$ cat src/hdl/differential_drive_odometry_assert.svh
// Assertion macros for the differential-drive odometry block.
// Users must have clk_i and rst_ni in scope; no other dependencies.
`ifndef DIFFERENTIAL_DRIVE_ODOMETRY_ASSERT_SVH
`define DIFFERENTIAL_DRIVE_ODOMETRY_ASSERT_SVH

`ifndef SYNTHESIS
`define DDO_ASSERT(lbl, prop) \
  lbl: assert property (@(posedge clk_i) disable iff (!rst_ni) (prop)) \
    else $error("%m: check failed");
`define DDO_ASSERT_IMPLIES(lbl, ante, cons) \
  lbl: assert property (@(posedge clk_i) disable iff (!rst_ni) (ante) |-> (cons)) \
    else $error("%m: check failed");
`else
`define DDO_ASSERT(lbl, prop)
`define DDO_ASSERT_IMPLIES(lbl, ante, cons)
`endif

`endif

$ cat src/hdl/ddo_pkg.sv
// Shared types, constants and the CORDIC arctangent table for the odometry block.
// No dependencies.
package ddo_pkg;

  localparam int CfgAddrW = 8;
  localparam int CfgDataW = 16;
  localparam int RotW     = 16;
  localparam int PoseW    = 32;
  localparam int HeadW    = 15;
  localparam int InDataW  = 32;
  localparam int OutDataW = 80;

  localparam logic [CfgAddrW-1:0] RegWheelRadius = 8'd0;
  localparam logic [CfgAddrW-1:0] RegInvWheelBase = 8'd1;
  localparam logic [CfgDataW-1:0] WheelRadiusReset = 16'd5079;
  localparam logic [CfgDataW-1:0] InvWheelBaseReset = 16'd14895;

  // Serial multiplier: signed multiplicand, signed multiplier taken MSB first
  localparam int MulAW   = 33;
  localparam int MulBW   = 32;
  localparam int ProdW   = 64;
  localparam int MulCntW = 6;
  localparam logic [MulCntW-1:0] MulFullSteps   = 6'd32;
  localparam logic [MulCntW-1:0] MulNarrowSteps = 6'd17;

  // CORDIC
  localparam int CordXW = 34;
  localparam int CordZW = 33;
  localparam int TrigW  = 32;
  localparam int TabLen = 24;
  localparam int CordicStepsDefault = 14;
  localparam logic signed [CordXW-1:0] GainQ30 = 34'sd652032874;
  localparam logic signed [CordXW-1:0] OneQ30  = 34'sd1073741824;

  localparam logic signed [15:0] PiQ12     = 16'sd12868;
  localparam logic signed [15:0] HalfPiQ12 = 16'sd6434;
  localparam logic signed [15:0] TwoPiQ12  = 16'sd25736;

  typedef struct packed {
    logic start;
    logic narrow;
  } mul_ctrl_t;

  function automatic logic signed [CordZW-1:0] atan_q30(input logic [4:0] idx);
    logic signed [CordZW-1:0] v;
    unique case (idx)
      5'd0:    v = 33'sd843314856;
      5'd1:    v = 33'sd497837829;
      5'd2:    v = 33'sd263043836;
      5'd3:    v = 33'sd133525158;
      5'd4:    v = 33'sd67021686;
      5'd5:    v = 33'sd33543515;
      5'd6:    v = 33'sd16775850;
      5'd7:    v = 33'sd8388437;
      5'd8:    v = 33'sd4194282;
      5'd9:    v = 33'sd2097149;
      5'd10:   v = 33'sd1048575;
      5'd11:   v = 33'sd524287;
      5'd12:   v = 33'sd262143;
      5'd13:   v = 33'sd131071;
      5'd14:   v = 33'sd65535;
      5'd15:   v = 33'sd32767;
      5'd16:   v = 33'sd16383;
      5'd17:   v = 33'sd8191;
      5'd18:   v = 33'sd4095;
      5'd19:   v = 33'sd2047;
      5'd20:   v = 33'sd1023;
      5'd21:   v = 33'sd511;
      5'd22:   v = 33'sd255;
      5'd23:   v = 33'sd127;
      default: v = '0;
    endcase
    return v;
  endfunction

endpackage

$ cat src/hdl/differential_drive_odometry.sv
// Differential-drive dead-reckoning odometry, top level.
// Channels: s_axis carries one pair of wheel rotation increments per item
// (left in tdata[15:0], right in tdata[31:16], signed Q3.12 radians).
// m_axis returns one pose per input item: x in tdata[31:0], y in
// tdata[63:32] (signed Q16.16 meters, saturating), heading in tdata[78:64]
// (signed Q3.12, wrapped to [-pi, pi]).
// The cfg channel writes the wheel radius (index 0) and inverse_wheel_base
// (index 1), both unsigned Q2.14; other indexes are ignored. Write it only
// while no item is in flight. cfg_ready_o is always high.
// Each item passes in turn through two rounds of 17-step bit-serial multiplies
// for travel and turn, the iterative CORDIC at one iteration per cycle,
// 32-step bit-serial multiplies for the position increments, and a handoff
// between stages. Items are processed one at a time; s_axis_tready is high
// while the datapath is free, so no new item is taken before the last one
// has been committed. A finished pose waits in the output register, so the
// next item can be taken while m_axis is stalled; the pose update for that
// item holds until the register drains.
// Reset clears pose and heading to zero and loads the default geometry.
module differential_drive_odometry #(
  parameter int unsigned CORDIC_STEPS = ddo_pkg::CordicStepsDefault
) (
  input  logic                            clk_i,
  input  logic                            rst_ni,
  input  logic                            s_axis_tvalid,
  output logic                            s_axis_tready,
  input  logic [ddo_pkg::InDataW-1:0]     s_axis_tdata,  // left_rotation, right_rotation
  output logic                            m_axis_tvalid,
  input  logic                            m_axis_tready,
  output logic [ddo_pkg::OutDataW-1:0]    m_axis_tdata,  // pose_x, pose_y, heading, pad
  input  logic                            cfg_valid_i,
  output logic                            cfg_ready_o,
  input  logic [ddo_pkg::CfgAddrW-1:0]    cfg_addr_i,
  input  logic [ddo_pkg::CfgDataW-1:0]    cfg_data_i
);
  import ddo_pkg::*;

  typedef enum logic [5:0] {
    StIdle = 6'b000001,
    StMul1 = 6'b000010,
    StMul2 = 6'b000100,
    StCord = 6'b001000,
    StMul3 = 6'b010000,
    StUpd  = 6'b100000
  } state_e;

  state_e state_q, state_d;

  logic [CfgDataW-1:0]     wr_q, iwb_q;
  logic signed [PoseW-1:0] pos_x_q, pos_y_q;
  logic signed [HeadW-1:0] heading_q;
  logic signed [MulAW-1:0] travel_q;

  logic                    out_valid_q;
  logic signed [PoseW-1:0] out_x_q, out_y_q;
  logic signed [HeadW-1:0] out_h_q;

  mul_ctrl_t               mul0_ctrl, mul1_ctrl;
  logic signed [MulAW-1:0] mul0_a, mul1_a;
  logic signed [MulBW-1:0] mul0_b, mul1_b;
  logic                    mul0_done, mul1_done;
  logic signed [ProdW-1:0] mul0_p, mul1_p;

  logic                    cord_start, cord_done;
  logic signed [TrigW-1:0] cos_v, sin_v;

  logic                    in_accept, out_free;
  logic signed [RotW:0]    rot_sum, rot_diff;
  logic signed [48:0]      turn, turn_rnd, dth_full;
  logic signed [HeadW-1:0] dth, heading_new;
  logic signed [15:0]      h_sum, h_wrap;
  logic signed [PoseW-1:0] pos_x_new, pos_y_new;

  function automatic logic signed [PoseW-1:0] pose_step(
    input logic signed [PoseW-1:0] pos,
    input logic signed [ProdW-1:0] prod
  );
    logic signed [ProdW-1:0] rnd;
    logic signed [PoseW:0]   inc, acc;
    logic signed [PoseW-1:0] res;
    rnd = (prod + 64'sd1099511627776) >>> 41;
    inc = signed'(rnd[PoseW:0]);
    acc = {pos[PoseW-1], pos} + inc;
    // Saturate to the signed 32-bit range
    if (acc > 33'sd2147483647) begin
      res = 32'sh7FFFFFFF;
    end else if (acc < -33'sd2147483648) begin
      res = 32'sh80000000;
    end else begin
      res = acc[PoseW-1:0];
    end
    return res;
  endfunction

  assign in_accept     = s_axis_tvalid && s_axis_tready;
  assign s_axis_tready = (state_q == StIdle);
  assign out_free      = !out_valid_q || m_axis_tready;
  assign cfg_ready_o   = 1'b1;

  always_comb begin
    rot_sum  = {s_axis_tdata[15], s_axis_tdata[15:0]} + {s_axis_tdata[31], s_axis_tdata[31:16]};
    rot_diff = {s_axis_tdata[31], s_axis_tdata[31:16]} - {s_axis_tdata[15], s_axis_tdata[15:0]};

    // Heading change, rounded to Q3.12 and clamped to +/- pi
    turn     = mul1_p[48:0];
    turn_rnd = turn + 49'sd134217728;
    dth_full = turn_rnd >>> 28;
    if (dth_full > 49'sd12868) begin
      dth = 15'sd12868;
    end else if (dth_full < -49'sd12868) begin
      dth = -15'sd12868;
    end else begin
      dth = dth_full[HeadW-1:0];
    end
    h_sum = {heading_q[HeadW-1], heading_q} + {dth[HeadW-1], dth};
    if (h_sum > PiQ12) begin
      h_wrap = h_sum - TwoPiQ12;
    end else if (h_sum < -PiQ12) begin
      h_wrap = h_sum + TwoPiQ12;
    end else begin
      h_wrap = h_sum;
    end
    heading_new = h_wrap[HeadW-1:0];

    pos_x_new = pose_step(pos_x_q, mul0_p);
    pos_y_new = pose_step(pos_y_q, mul1_p);
  end

  // Multiplier operand steering, CORDIC start and next-state logic
  always_comb begin
    mul0_ctrl  = '0;
    mul1_ctrl  = '0;
    mul0_a     = MulAW'(rot_sum);
    mul1_a     = MulAW'(rot_diff);
    mul0_b     = MulBW'(wr_q);
    mul1_b     = MulBW'(wr_q);
    cord_start = 1'b0;
    state_d    = state_q;
    unique case (state_q)
      StIdle: begin
        mul0_ctrl = '{start: in_accept, narrow: 1'b1};
        mul1_ctrl = '{start: in_accept, narrow: 1'b1};
        if (in_accept) begin
          state_d = StMul1;
        end
      end
      StMul1: begin
        mul1_a    = mul1_p[MulAW-1:0];
        mul1_b    = MulBW'(iwb_q);
        mul1_ctrl = '{start: mul1_done, narrow: 1'b1};
        if (mul1_done) begin
          state_d = StMul2;
        end
      end
      StMul2: begin
        cord_start = mul1_done;
        if (mul1_done) begin
          state_d = StCord;
        end
      end
      StCord: begin
        mul0_a    = travel_q;
        mul1_a    = travel_q;
        mul0_b    = cos_v;
        mul1_b    = sin_v;
        mul0_ctrl = '{start: cord_done, narrow: 1'b0};
        mul1_ctrl = '{start: cord_done, narrow: 1'b0};
        if (cord_done) begin
          state_d = StMul3;
        end
      end
      StMul3: begin
        if (mul0_done) begin
          state_d = StUpd;
        end
      end
      StUpd: begin
        if (out_free) begin
          state_d = StIdle;
        end
      end
      default: state_d = StIdle;
    endcase
  end

  ddo_serial_mul u_mul0 (
    .clk_i  (clk_i),
    .rst_ni (rst_ni),
    .ctrl_i (mul0_ctrl),
    .a_i    (mul0_a),
    .b_i    (mul0_b),
    .done_o (mul0_done),
    .p_o    (mul0_p)
  );

  ddo_serial_mul u_mul1 (
    .clk_i  (clk_i),
    .rst_ni (rst_ni),
    .ctrl_i (mul1_ctrl),
    .a_i    (mul1_a),
    .b_i    (mul1_b),
    .done_o (mul1_done),
    .p_o    (mul1_p)
  );

  ddo_cordic #(
    .STEPS (CORDIC_STEPS)
  ) u_cordic (
    .clk_i   (clk_i),
    .rst_ni  (rst_ni),
    .start_i (cord_start),
    .angle_i (heading_new),
    .done_o  (cord_done),
    .cos_o   (cos_v),
    .sin_o   (sin_v)
  );

  always_ff @(posedge clk_i or negedge rst_ni) begin
    if (!rst_ni) begin
      state_q     <= StIdle;
      wr_q        <= WheelRadiusReset;
      iwb_q       <= InvWheelBaseReset;
      pos_x_q     <= '0;
      pos_y_q     <= '0;
      heading_q   <= '0;
      out_valid_q <= 1'b0;
    end else begin
      state_q <= state_d;
      if (cfg_valid_i) begin
        if (cfg_addr_i == RegWheelRadius) begin
          wr_q <= cfg_data_i;
        end else if (cfg_addr_i == RegInvWheelBase) begin
          iwb_q <= cfg_data_i;
        end
      end
      if (state_q == StMul2 && mul1_done) begin
        heading_q <= heading_new;
      end
      // Commit the pose and present it once the output register is free
      if (state_q == StUpd && out_free) begin
        pos_x_q     <= pos_x_new;
        pos_y_q     <= pos_y_new;
        out_valid_q <= 1'b1;
      end else if (m_axis_tready) begin
        out_valid_q <= 1'b0;
      end
    end
  end

  always_ff @(posedge clk_i) begin
    if (state_q == StMul1 && mul1_done) begin
      travel_q <= mul0_p[MulAW-1:0];
    end
    if (state_q == StUpd && out_free) begin
      out_x_q <= pos_x_new;
      out_y_q <= pos_y_new;
      out_h_q <= heading_q;
    end
  end

  assign m_axis_tvalid = out_valid_q;
  assign m_axis_tdata  = {1'b0, out_h_q, out_y_q, out_x_q};

  `include "differential_drive_odometry_assert.svh"

  `DDO_ASSERT(heading_in_range_a, (heading_q <= 15'sd12868) && (heading_q >= -15'sd12868))
  `DDO_ASSERT_IMPLIES(mul_pair_done_a, (state_q == StMul1) && mul1_done, mul0_done)
  `DDO_ASSERT_IMPLIES(cordic_done_state_a, cord_done, state_q == StCord)
  `DDO_ASSERT_IMPLIES(idle_mul_quiet_a, state_q == StIdle, !mul0_done && !mul1_done)

endmodule

$ cat src/hdl/ddo_serial_mul.sv
// Bit-serial signed multiplier, one multiplier bit per cycle, MSB first.
// Depends on ddo_pkg.
module ddo_serial_mul (
  input  logic                            clk_i,
  input  logic                            rst_ni,
  input  ddo_pkg::mul_ctrl_t              ctrl_i,
  input  logic signed [ddo_pkg::MulAW-1:0] a_i,
  input  logic signed [ddo_pkg::MulBW-1:0] b_i,
  output logic                            done_o,
  output logic signed [ddo_pkg::ProdW-1:0] p_o
);
  import ddo_pkg::*;

  logic                    busy_q, busy_d;
  logic                    done_q, done_d;
  logic                    first_q, first_d;
  logic [MulCntW-1:0]      cnt_q, cnt_d;
  logic [MulBW-1:0]        b_q, b_d;
  logic signed [ProdW-1:0] a_q, a_d;
  logic signed [ProdW-1:0] acc_q, acc_d;
  logic signed [ProdW-1:0] term;

  always_comb begin
    busy_d  = busy_q;
    done_d  = 1'b0;
    first_d = first_q;
    cnt_d   = cnt_q;
    b_d     = b_q;
    a_d     = a_q;
    acc_d   = acc_q;
    // The top multiplier bit carries negative weight
    if (b_q[MulBW-1]) begin
      term = first_q ? -a_q : a_q;
    end else begin
      term = '0;
    end
    if (ctrl_i.start) begin
      busy_d  = 1'b1;
      first_d = 1'b1;
      a_d     = ProdW'(a_i);
      acc_d   = '0;
      if (ctrl_i.narrow) begin
        b_d   = {b_i[16:0], 15'b0};
        cnt_d = MulNarrowSteps;
      end else begin
        b_d   = b_i;
        cnt_d = MulFullSteps;
      end
    end else if (busy_q) begin
      acc_d   = (acc_q <<< 1) + term;
      b_d     = {b_q[MulBW-2:0], 1'b0};
      first_d = 1'b0;
      cnt_d   = cnt_q - 1'b1;
      if (cnt_q == MulCntW'(1)) begin
        busy_d = 1'b0;
        done_d = 1'b1;
      end
    end
  end

  always_ff @(posedge clk_i or negedge rst_ni) begin
    if (!rst_ni) begin
      busy_q  <= 1'b0;
      done_q  <= 1'b0;
      first_q <= 1'b0;
      cnt_q   <= '0;
    end else begin
      busy_q  <= busy_d;
      done_q  <= done_d;
      first_q <= first_d;
      cnt_q   <= cnt_d;
    end
  end

  always_ff @(posedge clk_i) begin
    b_q   <= b_d;
    a_q   <= a_d;
    acc_q <= acc_d;
  end

  assign done_o = done_q;
  assign p_o    = acc_q;

endmodule

$ cat src/hdl/ddo_cordic.sv
// Iterative rotation-mode CORDIC: cos and sin of a Q3.12 heading in Q30.
// Depends on ddo_pkg.
module ddo_cordic #(
  parameter int unsigned STEPS = ddo_pkg::CordicStepsDefault
) (
  input  logic                             clk_i,
  input  logic                             rst_ni,
  input  logic                             start_i,
  input  logic signed [ddo_pkg::HeadW-1:0] angle_i,
  output logic                             done_o,
  output logic signed [ddo_pkg::TrigW-1:0] cos_o,
  output logic signed [ddo_pkg::TrigW-1:0] sin_o
);
  import ddo_pkg::*;

  localparam int IdxW = $clog2(STEPS);
  localparam logic [IdxW-1:0] LastIdx = IdxW'(STEPS - 1);

  logic                     busy_q, fin_q, done_q, neg_q;
  logic [IdxW-1:0]          i_q;
  logic signed [CordXW-1:0] x_q, y_q;
  logic signed [CordZW-1:0] z_q;
  logic signed [TrigW-1:0]  cos_q, sin_q;

  logic signed [15:0]       ang_ext, ang_fold;
  logic                     fold_neg;
  logic signed [CordZW-1:0] z_init, at;
  logic signed [CordXW-1:0] xs, ys, xc, yc;

  always_comb begin
    ang_ext  = {angle_i[HeadW-1], angle_i};
    fold_neg = 1'b0;
    ang_fold = ang_ext;
    // Fold into [-pi/2, pi/2]; the results flip sign
    if (ang_ext > HalfPiQ12) begin
      ang_fold = ang_ext - PiQ12;
      fold_neg = 1'b1;
    end else if (ang_ext < -HalfPiQ12) begin
      ang_fold = ang_ext + PiQ12;
      fold_neg = 1'b1;
    end
    z_init = CordZW'(ang_fold) <<< 18;
    xs     = x_q >>> i_q;
    ys     = y_q >>> i_q;
    at     = atan_q30(5'(i_q));
    if (x_q > OneQ30) begin
      xc = OneQ30;
    end else if (x_q < -OneQ30) begin
      xc = -OneQ30;
    end else begin
      xc = x_q;
    end
    if (y_q > OneQ30) begin
      yc = OneQ30;
    end else if (y_q < -OneQ30) begin
      yc = -OneQ30;
    end else begin
      yc = y_q;
    end
  end

  always_ff @(posedge clk_i or negedge rst_ni) begin
    if (!rst_ni) begin
      busy_q <= 1'b0;
      fin_q  <= 1'b0;
      done_q <= 1'b0;
    end else begin
      done_q <= fin_q;
      fin_q  <= 1'b0;
      if (start_i) begin
        busy_q <= 1'b1;
      end else if (busy_q && i_q == LastIdx) begin
        busy_q <= 1'b0;
        fin_q  <= 1'b1;
      end
    end
  end

  always_ff @(posedge clk_i) begin
    if (start_i) begin
      x_q   <= GainQ30;
      y_q   <= '0;
      z_q   <= z_init;
      i_q   <= '0;
      neg_q <= fold_neg;
    end else if (busy_q) begin
      if (z_q >= 0) begin
        x_q <= x_q - ys;
        y_q <= y_q + xs;
        z_q <= z_q - at;
      end else begin
        x_q <= x_q + ys;
        y_q <= y_q - xs;
        z_q <= z_q + at;
      end
      i_q <= i_q + 1'b1;
    end
    if (fin_q) begin
      cos_q <= neg_q ? TrigW'(-xc) : TrigW'(xc);
      sin_q <= neg_q ? TrigW'(-yc) : TrigW'(yc);
    end
  end

  assign done_o = done_q;
  assign cos_o  = cos_q;
  assign sin_o  = sin_q;

endmodule
$ cat config.mk
export PLATFORM = sky130hd
export DESIGN_NAME = differential_drive_odometry
export DESIGN_NICKNAME = d
export VERILOG_FILES = /design/src/hdl/ddo_pkg.sv /design/src/hdl/differential_drive_odometry.sv /design/src/hdl/ddo_serial_mul.sv /design/src/hdl/ddo_cordic.sv
export VERILOG_INCLUDE_DIRS = /design/src /design/src/hdl
export SDC_FILE = /design/constraint.sdc
export NUM_CORES = 2
export LEC_CHECK = 0
export ABC_AREA = 1
export ABC_CLOCK_PERIOD_IN_PS = 6100
export BUFFER_PORTS_ARGS = -buffer_cell sky130_fd_sc_hd__buf_2
export CORE_MARGIN = 2
export CORE_UTILIZATION = 59
export CTS_CLUSTER_SIZE = 20
export DETAILED_ROUTE_END_ITERATION = 8
export PLACE_DENSITY_LB_ADDON = 0.25
export RECOVER_POWER = 100
export SKIP_LAST_GASP = 1
export SLEW_MARGIN = 0
export SYNTH_ARGS = -nofsm -noshare
export SYNTH_HDL_FRONTEND = slang
export SYNTH_HIERARCHICAL = 1
export SYNTH_SLANG_ARGS = --single-unit
$ cat constraint.sdc
create_clock -name clk_i -period 6.1 [get_ports clk_i]
set_input_delay 0.61 -clock clk_i [delete_from_list [all_inputs] [get_ports clk_i]]
set_output_delay 0.61 -clock clk_i [all_outputs]
set_load 0.1 [all_outputs]
==> results_dict.tcl <==
set metrics [dict create \
    final_max_slew_viol_count 243 \
    clock-sinks 708 \
    antennaDiodeCount 0 \
    ios 144 \
    dp_cells 11350 \
    synth.area.top_cells "nand2_1 (20%), edfxtp_1 (15%), inv_1 (8.7%)" \
    slew-limit-headroom_pct -137.1 \
    grt_pass1_vias 61690 \
    grt-ovfl-total 0 \
    synth_area_per_cell_sq_um 6.363 \
    dpl.hpwl_microns 161100 \
    switching_share_pct 51.38 \
    grt_max_degree 123 \
    route.detailed.drc 0 \
    routabilityCongestion 1.023 \
    skew_ns 0.03345 \
    antenna_found_initial 2 \
    powerDensity_nw_per_um2 498.7 \
    cts_tree "done" \
    async_reset_ff_share_pct 19.63 \
    nets 10500 \
    multi_input_area_sq_um 38720 \
    synth_area_sq_um 63000 \
    netlist_instances 9900 \
    critical_path.max_fanout 7 \
    clkLatencyLatePin_ns 0.70 \
    slowest_stage "dfxtp_4" \
    area_growth_pct 10.02 \
    cts_max_path_buffers 3 \
    setup_violations 0 \
    synth-edff-count 322 \
    path_clk_slew_ns 0.06 \
    coreArea_sq_um 105600 \
    drive_above_1_share_pct 8.087 \
    grt_pass1_wl_microns 326400 \
    core.rowCount 119 \
    power.internal_mw 16.80 \
    ys_seq_area_share_pct 28.76 \
    startpoint_type "register" \
    synth-seq-cells 708 \
    track_usage_pct 37.26 \
    synth_top_area_share_pct 19.56 \
    synth_flop_cell "edfxtp_1" \
    hp-class "primary input to register" \
    final_cell_mix "nand2_1 (3240), inv_1 (1444), nand3_1 (778), nor2_1 (771), a21oi_1 (484)" \
    initial_core_util_pct 59.68 \
    violations "capacitance limit, slew limit" \
    clockPowerShare_pct 14.8 \
    p_leak_nw 35.57 \
    p_seq_share_pct 22.2 \
    vias_per_cell 5.718 \
    fmax_ghz 0.1695 \
    io_buffer_count 141 \
    endpoint_kind "register" \
    p_comb_share_pct 63.0 \
    crit_type "register to register" \
    syn_nets 10330 \
    yosys_warnings 6 \
    die-area_sq_um 109400 \
    tns_ns 0 \
    final_common_cell "nand2_1" \
    power_switching_mw 17.76 \
    nFillCells 9894 \
    max-cap-violations 4 \
    fin_crit_sh_pct 96.74 \
    slowest_delay_ns 0.37 \
    seqCellArea_sq_um 18130 \
    root_buffer "clkbuf_16" \
    tightest_slew_ns 3.556 \
    wl_microns 209700 \
    fin_crit_ns 5.901 \
    rsz0062_at_grt "yes" \
    required_ns 6.53 \
    status "finished with violations" \
    whs_ns 0.1205 \
    die-width_microns 330.8 \
    ir_drop_mv 0.5080 \
    drt_pass1_iterations 6 \
    yosysUniqueCellTypes 76 \
    dr_total_vias 65940 \
    finalNonFillerCells 11530 \
    rrSetupSlack_ns 0.20 \
    worst-path-buf-inv 4 \
    synth_top_area_cell "nand2_1" \
    ant_nets 0 \
    cp.arrival_ns 6.33 \
    hold_viol 0 \
    htreeDepth 3 \
    cts_buffers 82 \
    cp_top_family "simple AND/OR/NAND/NOR gates" \
    wl_per_cell_microns 18.19 \
    die_h_microns 330.8 \
    drt_iter0_drc 6292 \
]
[per-layer routing]
metal  track usage, %  wire [microns]  part of all wire, %  vias to the layer above
met5                0              25                0.012                        -
met4            19.08           11260                  5.4                        4
met3            4.390           14660                  7.0                      602
met2            62.99           98150                   47                     2674
met1            46.88           85600                   41                    30410
li1                 -               -                    -                    32250
[kinds of logic after synthesis]
| family | synth area share, % |
|---|---|
| adders and majority gates | 7.488 |
| buffers and inverters | 11.02 |
| AOI/OAI and AO/OA | 12.25 |
| other | 0.01192 |
| and+or+nand+nor | 35.90 |
| xor gates and xnor gates | 4.572 |
| DFF | 28.76 |
[state kept, by name, indices dropped and copies added, names as in the netlist, 33 cells and up]
| register | cells |
|---|---|
| u_mul0/a_q | 33 |
| u_mul1/p_o | 64 |
| u_cordic/x_q | 34 |
| travel_q | 33 |
| u_mul0/p_o | 64 |
| u_cordic/y_q | 34 |
| u_mul1/a_q | 33 |
| u_cordic/z_q | 33 |
[per-stage QoR]
step | setup WS, ns | utilization [%] | power, mW | instance area [sq um]
after global placement | -0.06305 | 62.25 | 27.54 | 65710
after CTS | -0.01265 | 64.96 | 33.24 | 68570
after global routing | -0.1969 | 65.66 | 37.17 | 69310
after floorplan | 0.3789 | - | 21.70 | 63000
final | 0.1986 | 65.66 | 34.56 | 69310
after detailed placement | -0.2717 | 62.25 | 27.90 | 65710
[layout make-up]
cell class / count / area share, %
multi-input cells: 7419 / 55.86
flip-flops and latches: 708 / 26.16
inverters: 1506 / 8.190
repair buffers: 354 / 3.291
clock buffers: 111 / 3.210
well taps: 1391 / 2.511
clock inverters: 42 / 0.7780
[cell usage after synthesis, types with 31 or more instances]
master	count
o221ai_1	46
nor4_1	52
a31oi_1	37
or2_2	31
nor3_1	124
nand2_2	52
xnor2_1	112
inv_1	1457
nand2_1	3283
o22ai_1	38
ha_1	361
a21oi_1	488
nor2_1	799
dfxtp_1	247
o21ai_0	469
nor2_2	42
nand4_1	75
o211ai_1	76
clkbuf_1	156
inv_2	41
edfxtp_1	322
buf_2	64
xor2_1	215
dfrtp_1	120
nand3_1	794
[final timing paths]
path,endpoint,cells past startpoint,start
max reg2reg,u_cordic/z_q[31],42,u_mul1/p_o[27]
min reg2reg,u_mul0/p_o[38],2,u_mul0/p_o[38]
min in group asynchronous,u_mul1/first_q,2,rst_ni
min,state_q[0],2,s_axis_tvalid
max in group asynchronous,u_cordic/fin_q,3,rst_ni
max,u_cordic/z_q[31],42,u_mul1/p_o[27]
[repair_timing]
item	CTS	global route
cloned	0	2
endpoints found under the setup margin	14	14
buffers inserted	1	22
pin swaps	6	35
hold endpoints to repair	17	0
gates resized for setup	20	185
hold buffers	1	0
[power groups by stage]
stage / sequential [mW] / clock [mW] / combinational, mW
2_1_floorplan: 7.15 / 0 / 14.5
3_3_place_gp: 7.64 / 0 / 19.9
3_5_place_dp: 7.67 / 0 / 20.2
4_1_cts: 7.59 / 5.18 / 20.5
5_1_grt: 7.73 / 5.37 / 24.1
6_report: 7.66 / 5.13 / 21.8
Power figures use the tool's default switching activity.
